[src/hdl/scdt_pkg.sv]
// ----------------------------------------------------------------------------
// scdt_pkg
// Shared constants, types and helpers for the serial command trigger timer.
// ----------------------------------------------------------------------------
package scdt_pkg;

  localparam int DIGITS_PER_VALUE = 3;
  localparam int PERIOD_WIDTH     = 10;
  localparam int TOTAL_DIGITS     = 2 * DIGITS_PER_VALUE;
  // position runs from 0 up to one past the last digit
  localparam int POS_W            = $clog2(TOTAL_DIGITS + 2);
  localparam int DIGIT_IDX_W      = $clog2(TOTAL_DIGITS);
  localparam int DIGIT_W          = 4;
  localparam int VALUE_WIDTH      = 10;
  localparam int RADIX            = 10;
  localparam int OUT_TDATA_W      = 32;

  localparam logic [7:0] CHAR_S = 8'h53;
  localparam logic [7:0] CHAR_0 = 8'h30;
  localparam logic [7:0] CHAR_9 = 8'h39;

  localparam logic KIND_BYTE = 1'b0;
  localparam logic KIND_TICK = 1'b1;

  typedef logic [PERIOD_WIDTH-1:0] period_t;
  typedef logic [TOTAL_DIGITS-1:0][DIGIT_W-1:0] digit_store_t;

  typedef struct packed {
    logic start;
    logic halt;
    logic done;
    logic error;
  } scdt_ctl_t;

  // decimal digits, most significant first, wrapping in the period width
  function automatic period_t gather(input digit_store_t store, input int base);
    period_t                   v;
    logic [PERIOD_WIDTH+3:0]   acc;
    v = '0;
    for (int k = 0; k < DIGITS_PER_VALUE; k++) begin
      acc = {4'b0000, v} * (PERIOD_WIDTH + 4)'(RADIX)
          + (PERIOD_WIDTH + 4)'(store[base + k]);
      v = acc[PERIOD_WIDTH-1:0];
    end
    return v;
  endfunction

endpackage

[src/hdl/scdt_parser.sv]
// ----------------------------------------------------------------------------
// scdt_parser
// Command framing, digit capture and period latching.
// ----------------------------------------------------------------------------
module scdt_parser
  import scdt_pkg::*;
(
  input  logic       clk,
  input  logic       rst,
  input  logic       step,
  input  logic       kind,
  input  logic [7:0] byte_value,
  output scdt_ctl_t  ctl,
  output period_t    first_period_next,
  output period_t    second_period_next
);

  logic [POS_W-1:0] position;
  logic [POS_W-1:0] position_next;
  logic             frame_valid;
  logic             frame_valid_next;
  digit_store_t     digit_store;
  digit_store_t     digit_store_next;
  period_t          first_period;
  period_t          second_period;
  logic             is_digit;
  logic [7:0]       digit_raw;
  logic [POS_W-1:0] slot;
  period_t          gath_first;
  period_t          gath_second;

  assign is_digit  = (byte_value >= CHAR_0) && (byte_value <= CHAR_9);
  assign digit_raw = byte_value - CHAR_0;
  assign slot      = position - POS_W'(1);
  assign gath_first  = gather(digit_store, 0);
  assign gath_second = gather(digit_store, DIGITS_PER_VALUE);

  always_comb begin
    position_next      = position;
    frame_valid_next   = frame_valid;
    digit_store_next   = digit_store;
    first_period_next  = first_period;
    second_period_next = second_period;
    ctl                = '0;
    if (kind == KIND_BYTE) begin
      if (position == '0) begin
        if (byte_value == CHAR_S) begin
          frame_valid_next = 1'b1;
          position_next    = POS_W'(1);
        end else begin
          frame_valid_next = 1'b0;
          ctl.halt         = 1'b1;
          ctl.error        = 1'b1;
        end
      end else if ((position <= POS_W'(TOTAL_DIGITS)) && frame_valid) begin
        if (is_digit) begin
          digit_store_next[slot[DIGIT_IDX_W-1:0]] = digit_raw[DIGIT_W-1:0];
          position_next = position + POS_W'(1);
        end else begin
          position_next    = '0;
          frame_valid_next = 1'b0;
          ctl.halt         = 1'b1;
          ctl.error        = 1'b1;
        end
      end else begin
        // terminator byte
        position_next = '0;
        if (frame_valid) begin
          frame_valid_next   = 1'b0;
          first_period_next  = gath_first;
          second_period_next = gath_second;
          ctl.done           = 1'b1;
          if ((gath_first == '0) || (gath_second == '0)) begin
            ctl.halt = 1'b1;
          end else begin
            ctl.start = 1'b1;
          end
        end else begin
          ctl.halt  = 1'b1;
          ctl.error = 1'b1;
        end
      end
    end
  end

  always_ff @(posedge clk) begin
    if (rst) begin
      position      <= '0;
      frame_valid   <= 1'b0;
      digit_store   <= '0;
      first_period  <= '0;
      second_period <= '0;
    end else if (step) begin
      position      <= position_next;
      frame_valid   <= frame_valid_next;
      digit_store   <= digit_store_next;
      first_period  <= first_period_next;
      second_period <= second_period_next;
    end
  end

endmodule

[src/hdl/scdt_timer.sv]
// ----------------------------------------------------------------------------
// scdt_timer
// Two tick counters driving the toggle outputs.
// ----------------------------------------------------------------------------
module scdt_timer
  import scdt_pkg::*;
(
  input  logic      clk,
  input  logic      rst,
  input  logic      step,
  input  logic      tick,
  input  scdt_ctl_t ctl,
  input  period_t   first_period,
  input  period_t   second_period,
  output logic      running_next,
  output logic      first_out_next,
  output logic      second_out_next
);

  logic    running;
  logic    first_out;
  logic    second_out;
  period_t first_count;
  period_t first_count_next;
  period_t second_count;
  period_t second_count_next;
  period_t first_adv;
  period_t second_adv;

  assign first_adv  = (first_count == first_period)   ? '0 : first_count + PERIOD_WIDTH'(1);
  assign second_adv = (second_count == second_period) ? '0 : second_count + PERIOD_WIDTH'(1);

  always_comb begin
    running_next      = running;
    first_out_next    = first_out;
    second_out_next   = second_out;
    first_count_next  = first_count;
    second_count_next = second_count;
    if (ctl.halt) begin
      running_next    = 1'b0;
      first_out_next  = 1'b0;
      second_out_next = 1'b0;
    end else if (ctl.start) begin
      // preload so the first tick advances onto the period and toggles
      running_next      = 1'b1;
      first_out_next    = 1'b0;
      second_out_next   = 1'b0;
      first_count_next  = first_period - PERIOD_WIDTH'(1);
      second_count_next = second_period - PERIOD_WIDTH'(1);
    end else if (tick && running) begin
      first_count_next  = first_adv;
      second_count_next = second_adv;
      if (first_adv == first_period) begin
        first_out_next = ~first_out;
      end
      if (second_adv == second_period) begin
        second_out_next = ~second_out;
      end
    end
  end

  always_ff @(posedge clk) begin
    if (rst) begin
      running      <= 1'b0;
      first_out    <= 1'b0;
      second_out   <= 1'b0;
      first_count  <= '0;
      second_count <= '0;
    end else if (step) begin
      running      <= running_next;
      first_out    <= first_out_next;
      second_out   <= second_out_next;
      first_count  <= first_count_next;
      second_count <= second_count_next;
    end
  end

endmodule

[src/hdl/serial_command_dual_trigger_timer.sv]
// ----------------------------------------------------------------------------
// serial_command_dual_trigger_timer
// Parses 'S' plus six digit commands and runs two toggling trigger outputs.
// ----------------------------------------------------------------------------
// path: an accepted request passes the input register, then the result register
// throughput: one request per cycle while m_axis_tready does not stall a
//   held result; parser and counters update in one pass
// reset: synchronous, clears the frame state, periods, counters and both
//   pipeline valids; the timer comes up released with both levels low
module serial_command_dual_trigger_timer
  import scdt_pkg::*;
(
  input  logic                   clk,
  input  logic                   rst,
  input  logic                   s_axis_tvalid,
  output logic                   s_axis_tready,
  input  logic [7:0]             s_axis_tdata,  // byte_value
  input  logic                   s_axis_tuser,  // kind
  output logic                   m_axis_tvalid,
  input  logic                   m_axis_tready,
  // first_drive, first_level, second_drive, second_level, command_done,
  // command_error, first_value[9:0], second_value[9:0], zero pad
  output logic [OUT_TDATA_W-1:0] m_axis_tdata
);

  logic       in_valid;
  logic       in_kind;
  logic [7:0] in_byte;
  logic       advance;
  logic       step;
  scdt_ctl_t  ctl;
  period_t    first_period_next;
  period_t    second_period_next;
  logic       running_next;
  logic       first_out_next;
  logic       second_out_next;
  logic       out_valid;
  logic [OUT_TDATA_W-1:0] out_data;
  logic [OUT_TDATA_W-1:0] out_data_next;

  assign advance       = ~out_valid | m_axis_tready;
  assign step          = in_valid & advance;
  assign s_axis_tready = ~in_valid | advance;

  scdt_parser u_parser (
    .clk                (clk),
    .rst                (rst),
    .step               (step),
    .kind               (in_kind),
    .byte_value         (in_byte),
    .ctl                (ctl),
    .first_period_next  (first_period_next),
    .second_period_next (second_period_next)
  );

  scdt_timer u_timer (
    .clk             (clk),
    .rst             (rst),
    .step            (step),
    .tick            (in_kind == KIND_TICK),
    .ctl             (ctl),
    .first_period    (first_period_next),
    .second_period   (second_period_next),
    .running_next    (running_next),
    .first_out_next  (first_out_next),
    .second_out_next (second_out_next)
  );

  always_comb begin
    out_data_next = '0;
    out_data_next[0]     = running_next;
    out_data_next[1]     = first_out_next;
    out_data_next[2]     = running_next;
    out_data_next[3]     = second_out_next;
    out_data_next[4]     = ctl.done;
    out_data_next[5]     = ctl.error;
    out_data_next[15:6]  = VALUE_WIDTH'(first_period_next);
    out_data_next[25:16] = VALUE_WIDTH'(second_period_next);
  end

  always_ff @(posedge clk) begin
    if (rst) begin
      in_valid  <= 1'b0;
      out_valid <= 1'b0;
    end else begin
      if (s_axis_tvalid && s_axis_tready) begin
        in_valid <= 1'b1;
      end else if (advance) begin
        in_valid <= 1'b0;
      end
      if (advance) begin
        out_valid <= in_valid;
      end
    end
  end

  always_ff @(posedge clk) begin
    if (s_axis_tvalid && s_axis_tready) begin
      in_kind <= s_axis_tuser;
      in_byte <= s_axis_tdata;
    end
    if (step) begin
      out_data <= out_data_next;
    end
  end

  assign m_axis_tvalid = out_valid;
  assign m_axis_tdata  = out_data;

endmodule
[config.mk]
export PLATFORM = sky130hd
export DESIGN_NAME = serial_command_dual_trigger_timer
export DESIGN_NICKNAME = d
export VERILOG_FILES = /design/src/hdl/scdt_pkg.sv /design/src/hdl/scdt_parser.sv /design/src/hdl/scdt_timer.sv /design/src/hdl/serial_command_dual_trigger_timer.sv
export SDC_FILE = /design/constraint.sdc
export NUM_CORES = 1
export LEC_CHECK = 0
export ABC_CLOCK_PERIOD_IN_PS = 5900
export BUFFER_PORTS_ARGS = -buffer_cell sky130_fd_sc_hd__buf_2
export CORE_MARGIN = 2
export CORE_UTILIZATION = 40
export DETAILED_ROUTE_END_ITERATION = 10
export GPL_ROUTABILITY_DRIVEN = 0
export PLACE_DENSITY = 0.61
export SLEW_MARGIN = 20
export SYNTH_ARGS = -nofsm -noshare
export SYNTH_HDL_FRONTEND = slang
export SYNTH_SLANG_ARGS = --single-unit
[constraint.sdc]
create_clock -name clk -period 5.9 [get_ports clk]
set_input_delay 0.885 -clock clk [delete_from_list [all_inputs] [get_ports clk]]
set_output_delay 0.885 -clock clk [all_outputs]
set_load 0.005 [all_outputs]
==> results of run 1 <==
## worst max-delay path, delay by kind of cell, from the launching register on
family,cells,cell delay (ns)
fa+ha+maj,5,1.68
xor+xnor,2,0.46
compound gates,4,0.98
simple gates,4,1.29
mux,1,0.37
flops,1,0.45
## power by group
part,total (uW),internal [uW],switching (uW)
logic,160,58.7,101
registers,792,778,13.5
clock network,647,341,306
## cell usage after synthesis, types with 4 or more instances
library cell	count	area [sq um]
o21bai_1	4	30.0
or2_2	7	43.8
clkbuf_1	29	109
nor3b_1	4	30.0
a311oi_1	8	70.1
nor3_1	22	110
dfxtp_1	73	1460
a22oi_1	5	37.5
and3_1	13	81.3
o21ai_1	4	20.0
nand3_1	22	110
mux2i_1	32	320
o21ai_0	26	130
nor2b_1	11	68.8
nand4_1	5	31.3
o211ai_1	8	60.1
buf_4	9	67.6
a21oi_1	45	225
a31oi_1	5	31.3
inv_1	38	143
nor2_1	104	390
a211oi_1	26	195
a21o_1	7	52.6
nand2b_1	6	37.5
xnor2_1	49	429
and2_1	9	56.3
o21a_1	5	37.5
fa_1	8	160
ha_1	50	626
xor2_1	42	368
buf_2	4	20.0
a211o_1	4	35.0
or3_1	4	25.0
nor4_1	10	62.6
o211a_1	4	40.0
nand2_1	53	199
edfxtp_1	34	1020
xnor3_1	4	90.1
## per-layer routing
layer  global-route usage  vias up
met5                    0        -
met4               0.0511        0
met3               0.0320       24
met2                0.288      156
met1                0.268     2991
li1                     -     3190
## kinds of logic (layout without fill, tap and decap cells)
| kind of cell | count (synthesis) | count (layout) |
|---|---|---|
| DFF | 107 | 107 |
| buffers and inverters | 83 | 107 |
| AOI/OAI and AO/OA | 195 | 195 |
| muxes | 34 | 34 |
| and+or+nand+nor | 294 | 294 |
| other | 1 | 6 |
| adders and majority gates | 58 | 58 |
| xor gates and xnor gates | 99 | 99 |
## sequential cells by signal (all words and copies together) (netlist names)
signal / count
in_byte: 8
in_kind: 1
in_valid: 1
m_axis_tdata: 25
m_axis_tvalid: 1
u_parser.digit_store: 24
u_parser.first_period: 10
u_parser.frame_valid: 1
u_parser.position: 3
u_parser.second_period: 10
u_timer.first_count: 10
u_timer.first_out: 1
u_timer.running: 1
u_timer.second_count: 10
u_timer.second_out: 1
## path summary, 6_finish.rpt
| path | slack, ns | to | start | depth (start not counted) |
|---|---|---|---|---|
| hold reg to reg | 0.48 | u_parser.second_period[7] | u_parser.second_period[7] | 2 |
| hold / removal | 0.48 | u_parser.second_period[7] | u_parser.second_period[7] | 2 |
| setup reg to reg | 0.44 | m_axis_tdata[3] | u_parser.digit_store[15] | 16 |
| setup / recovery | 0.44 | m_axis_tdata[3] | u_parser.digit_store[15] | 16 |
## cell type report
class                           count  area [sq um]  area share
Sequential cell                   107          2480       0.289
Timing Repair Buffer               52           290      0.0338
Clock buffer                        9           225      0.0263
Multi-Input combinational cell    686          5010       0.584
Tap cell                          265           332      0.0387
Clock inverter                      7          92.6      0.0108
Inverter                           39           146      0.0171
## through the flow
stage	instances	hold slack, ns	total power (uW)	area [sq um]	utilization
2_1_floorplan	876	0.450	923	7800	-
3_3_place_gp	1149	0.466	966	8220	0.426
3_5_place_dp	1149	0.471	966	8220	0.427
4_1_cts	1165	0.482	1610	8540	0.443
6_report	1165	0.478	1600	8580	0.445
5_1_grt	1165	0.496	1660	8580	0.445
## timing repair
| action | CTS | global route |
|---|---|---|
| setup endpoints to repair | 0 | 1 |
| buffers inserted | 0 | 0 |
| gates resized for setup | 0 | 5 |
==> flow_metrics.py, run 1 <==
metrics = {
    "timing": {
        "finalCriticalPeriod_ns": 5.46,
        "tns_ns": 0,
        "hold_viol": 0,
        "max_freq_mhz": 183,
        "setup_viol": 0,
        "min_period_over_period": 0.926,
        "postLayoutSetupSlackWorst_ns": 0.436,
        "max-slew-margin-rel": 0.286,
        "rsz0062_at_grt": "false",
        "tightestPinTransition_ns": 1.07,
        "fin_skew_ns": 0.0134,
        "final_max_slew_viol_count": 0,
    },
    "place": {
        "dp_slack_ns": 0.342,
        "hpwlAfterDp_um": 13700,
        "io_buffers": 40,
    },
    "worst_setup_path": {
        "critPathMaxStageDelay_ns": 0.53,
        "crit_path_max_fanout": 7,
        "worstPathArrival_ns": 5.59,
        "start_kind": "flop",
        "worstPathCellList": "ha_1 > ha_1 > fa_1 > xor2_1 > ha_1 > ha_1 > xor2_1 > o2111ai_1 > nor4b_4 > nor3b_1 > a211oi_1 > o311ai_1 > nor2_1 > o21a_1 > nor4_1 > mux2_2",
        "path_common_cell": "ha_1",
        "worstSetupPathType": "flop to flop",
        "slowest_stage": "fa_1",
        "end_kind": "flop",
        "crit_required_ns": 6.03,
    },
    "routing": {
        "routed_wirelength_um": 18500,
        "antenna_left": 0,
        "wire_per_inst_um": 15.9,
        "vias": 6361,
        "drtPass1Iterations": 5,
        "routed.top_layer": "met4",
        "m1WireLength_um": 9370,
        "via_per_inst": 5.46,
        "met3_length_um": 857,
        "drc": 0,
        "drt_iter0_drc": 398,
        "wl_met2_um": 8040,
    },
    "finish": {
        "layout.cells.most_common_list": "nor2_1, dfxtp_1, nand2_1",
        "area_growth_pct": 10.2,
        "layout_commonest_cell": "nor2_1",
        "nets": 966,
        "fillers": 1938,
        "drive_gt1_frac": 0.109,
        "antennaDiodeCount": 0,
    },
    "global_routing": {
        "grt_pass1_wl_um": 30700,
        "grt_pass1_vias": 6010,
        "antenna_found_initial": 0,
        "gr-usage-all-layers": 0.186,
        "grt_max_degree": 66,
        "grt_overflow": 0,
    },
    "status": {
        "status": "finished, final reports clean",
    },
    "power_and_ir_drop": {
        "p_leak_uw": 0.00372,
        "power_density_mw_per_mm2": 186,
        "peakVddDrop_v": 0.000172,
    },
    "clock_network": {
        "clkLatencyLatePin_ns": 0.37,
        "clock_path_buffers": 2,
        "cts_buffers": 9,
        "ctsHoldBuffers": 0,
        "cts_tree": "built",
        "root_buffer": "clkbuf_16",
        "h-tree-depth": 3,
        "cts.clk_slew.worst_paths_ns": 0.08,
        "cts.sinks": 107,
    },
    "synthesis": {
        "synth_edf_count": 34,
        "yosys-mux-area-fraction": 0.0444,
        "yosysSeqAreaShare": 0.319,
        "synth_top_family_by_area": "simple AND/OR/NAND/NOR gates",
        "syn_area_per_cell_sq_um": 8.94,
        "ys_async_sr_fraction": 0,
        "synthAdderAreaFrac": 0.101,
        "synth_cells": 871,
        "ys_types": 84,
        "ys_seq_elements": 107,
        "yosys_warnings": 0,
        "synth_top_flop_cell": "dfxtp_1",
        "synth-xor-area-share": 0.125,
        "syn-cell-area_sq_mm": 0.00778,
        "synthSimpleGateAreaFrac": 0.190,
        "synth_compound_area_frac": 0.174,
    },
    "floorplan": {
        "die_h_um": 143,
        "die-area_sq_mm": 0.0206,
        "ios": 47,
        "core-area_sq_mm": 0.0193,
        "rows": 51,
        "initial_core_util": 0.404,
        "fp.dieW_um": 143,
    },
    "min_path": {
        "min_path_type": "flop to flop",
    },
    "job": {
        "drv_cap": 0,
    },
}
Note: power is estimated with default switching activity, not from simulation.
==> inputs of run 2 (changes only) <==
--- a/config.mk
+++ b/config.mk
@@ -5,12 +5,14 @@
 export SDC_FILE = /design/constraint.sdc
 export NUM_CORES = 1
 export LEC_CHECK = 0
+export ABC_AREA = 1
 export ABC_CLOCK_PERIOD_IN_PS = 5900
 export BUFFER_PORTS_ARGS = -buffer_cell sky130_fd_sc_hd__buf_2
 export CORE_MARGIN = 2
 export CORE_UTILIZATION = 40
 export DETAILED_ROUTE_END_ITERATION = 10
 export GPL_ROUTABILITY_DRIVEN = 0
+export MAX_ROUTING_LAYER = met4
 export PLACE_DENSITY = 0.61
 export SLEW_MARGIN = 20
 export SYNTH_ARGS = -nofsm -noshare
==> run 2 against run 1 <==
  * Hold slack worse by 0.028 ns
  * Clock-buffer cell count up 2
  * Fmax up 4.8%
  * Highest routed layer unchanged
==> flow_metrics.py, run 2 <==
metrics = {
    "status": {
        "status": "finished, final reports clean",
    },
    "timing": {
        "fin_skew_ns": 0.0144,
        "min_period_over_period": 0.883,
        "finalCriticalPeriod_ns": 5.21,
        "tns_ns": 0,
        "max-slew-margin-rel": 0.394,
        "rsz0062_at_grt": "false",
        "max_freq_mhz": 192,
        "hold_viol": 0,
        "setup_viol": 0,
        "tightestPinTransition_ns": 0.908,
        "final_max_slew_viol_count": 0,
    },
    "routing": {
        "drtPass1Iterations": 5,
        "antenna_left": 0,
        "drc": 0,
        "routed_wirelength_um": 19000,
        "drt_iter0_drc": 527,
        "via_per_inst": 4.89,
        "wire_per_inst_um": 13.0,
        "vias": 7143,
    },
    "power_and_ir_drop": {
        "p_int_uw": 1180,
        "pwr-share-clk": 0.382,
        "power_frac_seq": 0.487,
        "power_density_mw_per_mm2": 190,
        "peakVddDrop_v": 0.000143,
        "p_leak_uw": 0.00443,
        "swShare": 0.283,
        "p_comb_frac": 0.131,
        "switchingPower_uw": 466,
    },
    "worst_setup_path": {
        "r2r_start": "u_parser.digit_store[13]",
        "crit_required_ns": 6.19,
        "start_kind": "flop",
        "path_common_cell": "nand2_1",
        "worstSetupPathType": "flop to flop",
        "slowest_stage": "fa_1",
        "crit_path_max_fanout": 24,
        "end_kind": "flop",
        "worstSetupStartpoint": "u_parser.digit_store[13]",
        "critPathMaxStageDelay_ns": 0.52,
        "worstPathArrival_ns": 5.50,
    },
    "floorplan": {
        "core-area_sq_mm": 0.0195,
        "ios": 47,
        "die_h_um": 145,
        "rows": 51,
        "initial_core_util": 0.409,
        "die-area_sq_mm": 0.0211,
        "fp.dieW_um": 145,
    },
    "synthesis": {
        "ys_types": 40,
        "yosysTopAreaCellShare": 0.183,
        "synth_edf_count": 34,
        "synth_cells": 1168,
        "yosysSeqAreaShare": 0.311,
        "synth_top_flop_cell": "dfxtp_1",
        "ys_async_sr_fraction": 0,
        "syn_area_per_cell_sq_um": 6.83,
        "yosys-top-cells-area": "dfxtp_1, nand2_1, edfxtp_1",
        "ys_seq_elements": 107,
        "syn-cell-area_sq_mm": 0.00798,
        "yosys.cell_count.top_type": "nand2_1",
        "synth_top_cell_by_area": "dfxtp_1",
        "synthTopCellsByCount": "nand2_1, inv_1, nand3_1",
        "yosys_warnings": 0,
    },
    "clock_network": {
        "cts_tree": "built",
        "root_buffer": "clkbuf_16",
        "cts.sinks": 107,
        "clkLatencyLatePin_ns": 0.36,
        "h-tree-depth": 3,
        "ctsHoldBuffers": 0,
        "clock_path_buffers": 2,
        "cts_buffers": 9,
        "postCtsSetupBuffers": 0,
        "cts.clk_slew.worst_paths_ns": 0.08,
        "cts_resized": 0,
    },
    "global_routing": {
        "grt_pass1_vias": 6641,
        "grt_overflow": 0,
        "gr-usage-all-layers": 0.190,
        "grt_max_degree": 46,
        "antenna_found_initial": 0,
        "grt_pass1_wl_um": 31800,
    },
    "finish": {
        "fin_cells": 1462,
        "nets": 1263,
        "area_growth_pct": 8.17,
        "largest_reg_flops": 25,
        "antennaDiodeCount": 0,
        "fillers": 2115,
        "drive_gt1_frac": 0.0860,
        "layout.cells.most_common_list": "nand2_1, inv_1, nand3_1",
        "layout_commonest_cell": "nand2_1",
    },
    "place": {
        "hpwlAfterDp_um": 14100,
        "dp_cells": 1446,
        "io_buffers": 40,
    },
    "min_path": {
        "min_path_type": "flop to flop",
        "hp-start": "u_parser.digit_store[21]",
    },
    "job": {
        "drv_cap": 0,
    },
}
==> run 2: cell types whose count changed after synthesis, sizes merged, moves of 35 or more <==
cell and change:
nand2 +286, nand3 +105, a21oi +35, xnor2 -46
nor2 -45, inv +162
==> run 2: metrics by stage <==
step	worst slack (ns)	hold WS, ns	utilization	cell area, sq um	total power (uW)
2_1_floorplan	1.62	0.427	-	8000	985
3_3_place_gp	0.910	0.439	0.427	8330	1030
3_5_place_dp	0.779	0.443	0.427	8330	1030
4_1_cts	0.761	0.455	0.442	8630	1660
5_1_grt	0.189	0.474	0.442	8630	1720
6_report	0.688	0.450	0.442	8630	1640
==> run 2: path summary, 6_finish.rpt <==
check	end	slack, ns	cells after the start
worst min-delay path	u_parser.digit_store[21]	0.45	2
worst min register to register	u_parser.digit_store[21]	0.45	2
worst max-delay path	u_timer.first_count[5]	0.69	31
worst max register to register	u_timer.first_count[5]	0.69	31
==> run 2: final cells by class <==
cell class	count	area, sq um	share of cell area
inverter	201	754	0.0874
clock buffer	11	254	0.0294
clock inverter	5	47.5	0.00551
tap	265	332	0.0384
timing repair buffer	43	223	0.0258
multi-input combinational	830	4540	0.526
sequential	107	2480	0.288
==> run 2: per-layer routing <==
metal,share of wire,up-vias,track usage
met1,0.47,3231,0.233
met5,0,-,-
li1,-,3791,-
met2,0.48,104,0.331
met4,0.014,0,0.0475
met3,0.029,17,0.0245
==> run 2: power groups by stage <==
| stage | Clock (uW) | Combinational [uW] | Sequential [uW] |
|---|---|---|---|
| after floorplan | 0 | 169 | 816 |
| after global placement | 0 | 214 | 818 |
| after detailed placement | 0 | 215 | 818 |
| after CTS | 646 | 216 | 801 |
| after global routing | 672 | 243 | 804 |
| final | 628 | 215 | 801 |
==> run 2: cell families after synthesis <==
family / share of synthesized area
simple gates: 0.318
buf+inv: 0.122
xor+xnor: 0.0417
fa+ha+maj: 0.0984
other cells: 0.000470
flops: 0.311
compound gates: 0.108
==> run 2: critical path: cells and delay by family (launching register included) <==
family / cells / cell delay [ns]
compound gates: 6 / 1.01
simple gates: 15 / 1.18
buf+inv: 5 / 0.95
fa+ha+maj: 5 / 1.60
flops: 1 / 0.42
==> inputs of run 3 (changes only) <==
--- a/config.mk
+++ b/config.mk
@@ -6,14 +6,14 @@
 export NUM_CORES = 1
 export LEC_CHECK = 0
 export ABC_AREA = 1
-export ABC_CLOCK_PERIOD_IN_PS = 5900
+export ABC_CLOCK_PERIOD_IN_PS = 4200
 export BUFFER_PORTS_ARGS = -buffer_cell sky130_fd_sc_hd__buf_2
 export CORE_MARGIN = 2
 export CORE_UTILIZATION = 40
 export DETAILED_ROUTE_END_ITERATION = 10
 export GPL_ROUTABILITY_DRIVEN = 0
 export MAX_ROUTING_LAYER = met4
-export PLACE_DENSITY = 0.61
+export PLACE_DENSITY = 0.63
 export SLEW_MARGIN = 20
 export SYNTH_ARGS = -nofsm -noshare
 export SYNTH_HDL_FRONTEND = slang
==> constraint.sdc (replaced) <==
create_clock -name clk -period 4.2 [get_ports clk]
set_input_delay 0.63 -clock clk [delete_from_list [all_inputs] [get_ports clk]]
set_output_delay 0.63 -clock clk [all_outputs]
set_load 0.005 [all_outputs]
==> run 3 against run 2 <==
  * The run now ends with setup timing left
  * Global-route usage up 2.9 points
  * Highest routed layer unchanged
  * Combinational power up 130%
  * Fmax up 17%
  * Via count up 13%
  * Cell area up 31%
  * Hold slack worse by 0.011 ns
  * Sequential cell count unchanged
  * Largest power group unchanged
  * Critical endpoint is now m_axis_tdata[3]
==> flow_metrics.py, run 3 (synthesized netlist as in run 2, its figures left out) <==
metrics = {
    "power_and_ir_drop": {
        "peakVddDrop_v": 0.000157,
        "swShare": 0.289,
        "p_comb_frac": 0.190,
        "p_leak_uw": 0.00530,
        "switchingPower_uw": 747,
        "p_int_uw": 1840,
        "power_density_mw_per_mm2": 229,
        "power_frac_seq": 0.435,
        "pwr-share-clk": 0.375,
    },
    "worst_setup_path": {
        "r2r_end": "m_axis_tdata[3]",
        "worstRegToRegCells": 31,
        "worstSetupStartpoint": "u_parser.digit_store[12]",
        "crit_end": "m_axis_tdata[3]",
        "worstPathArrival_ns": 4.60,
        "crit_path_max_fanout": 5,
        "critPathMaxStageDelay_ns": 0.59,
        "r2r_slack_ns": -0.27,
        "end_kind": "flop",
        "worstSetupPathType": "flop to flop",
        "r2r_start": "u_parser.digit_store[12]",
        "path_common_cell": "nand2_2",
        "crit_required_ns": 4.34,
        "slowest_stage": "fa_2",
        "start_kind": "flop",
    },
    "finish": {
        "fillers": 1725,
        "area_growth_pct": 41.2,
        "layout.cells.most_common_list": "nand2_1, inv_1, buf_4",
        "final_area_sq_mm": 0.0113,
        "largest_reg_flops": 25,
        "drive_gt1_frac": 0.356,
        "layout_commonest_cell": "nand2_1",
        "fin_util": 0.577,
        "nets": 1400,
        "antennaDiodeCount": 0,
    },
    "global_routing": {
        "gr-usage-all-layers": 0.219,
        "grt_overflow": 0,
        "antenna_found_initial": 0,
        "grt_max_degree": 46,
        "grt_pass1_vias": 7580,
        "grt_pass1_wl_um": 36400,
    },
    "clock_network": {
        "cts.sinks": 107,
        "root_buffer": "clkbuf_16",
        "clkLatencyLatePin_ns": 0.37,
        "cts.clk_slew.worst_paths_ns": 0.08,
        "clock_path_buffers": 2,
        "cts_tree": "built",
        "cts_buffers": 9,
        "ctsHoldBuffers": 0,
        "h-tree-depth": 3,
    },
    "routing": {
        "vias": 8049,
        "drtPass1Iterations": 5,
        "drt_iter0_drc": 599,
        "antenna_left": 0,
        "routed_wirelength_um": 23300,
        "drc": 0,
        "wire_per_inst_um": 14.5,
        "via_per_inst": 5.03,
    },
    "floorplan": {
        "ios": 47,
        "fp.dieW_um": 145,
        "rows": 51,
        "core-area_sq_mm": 0.0195,
        "die-area_sq_mm": 0.0211,
        "initial_core_util": 0.409,
        "die_h_um": 145,
    },
    "timing": {
        "tightestPinTransition_ns": 1.10,
        "fin_skew_ns": 0.0183,
        "postLayoutSetupSlackWorst_ns": -0.269,
        "tns_ns": -3.16,
        "finalCriticalPeriod_ns": 4.47,
        "max-slew-margin-rel": 0.261,
        "final_max_slew_viol_count": 0,
        "hold_viol": 0,
        "rsz0062_at_grt": "true",
        "min_period_over_period": 1.06,
        "max_freq_mhz": 224,
        "setup_viol": 24,
    },
    "place": {
        "io_buffers": 40,
        "hpwlAfterDp_um": 14900,
        "postPlaceCellArea_sq_mm": 0.00911,
    },
    "status": {
        "violations": "setup timing",
        "status": "finished with violations",
    },
    "min_path": {
        "min_path_type": "input port to flop",
    },
    "job": {
        "drv_cap": 0,
    },
}
[run 3: changes by cell type in the layout (fill, tap and decap cells not counted), sizes merged]
cell | before | now
clkinvlp | 1 | 0
bufinv | 0 | 1
inv | 205 | 201
clkinv | 0 | 4
buf | 43 | 179
clkbuf | 11 | 12
[run 3: layer usage]
| layer | part of all wire | up-vias | wire [um] | GRT usage |
|---|---|---|---|---|
| met4 | 0.026 | 0 | 603 | 0.0760 |
| met1 | 0.44 | 3704 | 10100 | 0.271 |
| met2 | 0.49 | 225 | 11400 | 0.365 |
| met5 | 0 | - | 0 | - |
| met3 | 0.050 | 51 | 1160 | 0.0318 |
| li1 | - | 4069 | - | - |
[run 3: worst max-delay path, delay by kind of cell (launching register included)]
family | cells | cell delay, ns
fa+ha+maj | 5 | 1.56
simple gates | 18 | 1.44
buf+inv | 7 | 0.67
flops | 1 | 0.37
xor+xnor | 1 | 0.17
[run 3: repair_timing]
action / CTS / global route
pin swaps: 87 / 129
buffers inserted: 29 / 11
gates resized for setup: 150 / 187
setup endpoints to repair: 26 / 27
gates cloned: 7 / 1
[run 3: layout make-up]
cell class,instances,area [sq um],area share
Tap cell,265,332,0.0294
Clock inverter,5,75.1,0.00666
Sequential cell,107,2500,0.222
Timing Repair Buffer,180,1530,0.136
Inverter,201,769,0.0683
Multi-Input combinational cell,830,5800,0.515
Clock buffer,11,264,0.0234
[run 3: power by group through the flow]
stage | Sequential (uW) | Clock [uW] | Combinational [uW]
2_1_floorplan | 1150 | 0 | 237
6_report | 1120 | 969 | 492
4_1_cts | 1130 | 979 | 434
5_1_grt | 1130 | 1020 | 532
3_3_place_gp | 1150 | 0 | 342
3_5_place_dp | 1150 | 0 | 344
[run 3: per-stage QoR]
stage / power [uW] / cells / setup slack [ns] / hold WS, ns
detailed placement: 1490 / 1539 / -0.452 / 0.444
global route: 2690 / 1599 / -0.541 / 0.421
floorplan: 1380 / 1173 / -0.00613 / 0.427
finish: 2590 / 1599 / -0.269 / 0.439
global placement: 1490 / 1539 / -0.384 / 0.439
CTS: 2540 / 1590 / -0.287 / 0.427
[run 3: worst min-delay path by stage]
stage                             start                  endpoint  slack [ns]  depth (start not counted)
2_1_floorplan  u_parser.digit_store[17]  u_parser.digit_store[17]        0.43                          2
3_3_place_gp   u_parser.digit_store[21]  u_parser.digit_store[21]        0.44                          2
3_5_place_dp   u_parser.digit_store[21]  u_parser.digit_store[21]        0.44                          2
4_1_cts                 s_axis_tdata[3]                in_byte[3]        0.43                          1
5_1_grt                 s_axis_tdata[3]                in_byte[3]        0.42                          1
6_report                s_axis_tdata[5]                in_byte[5]        0.44                          1
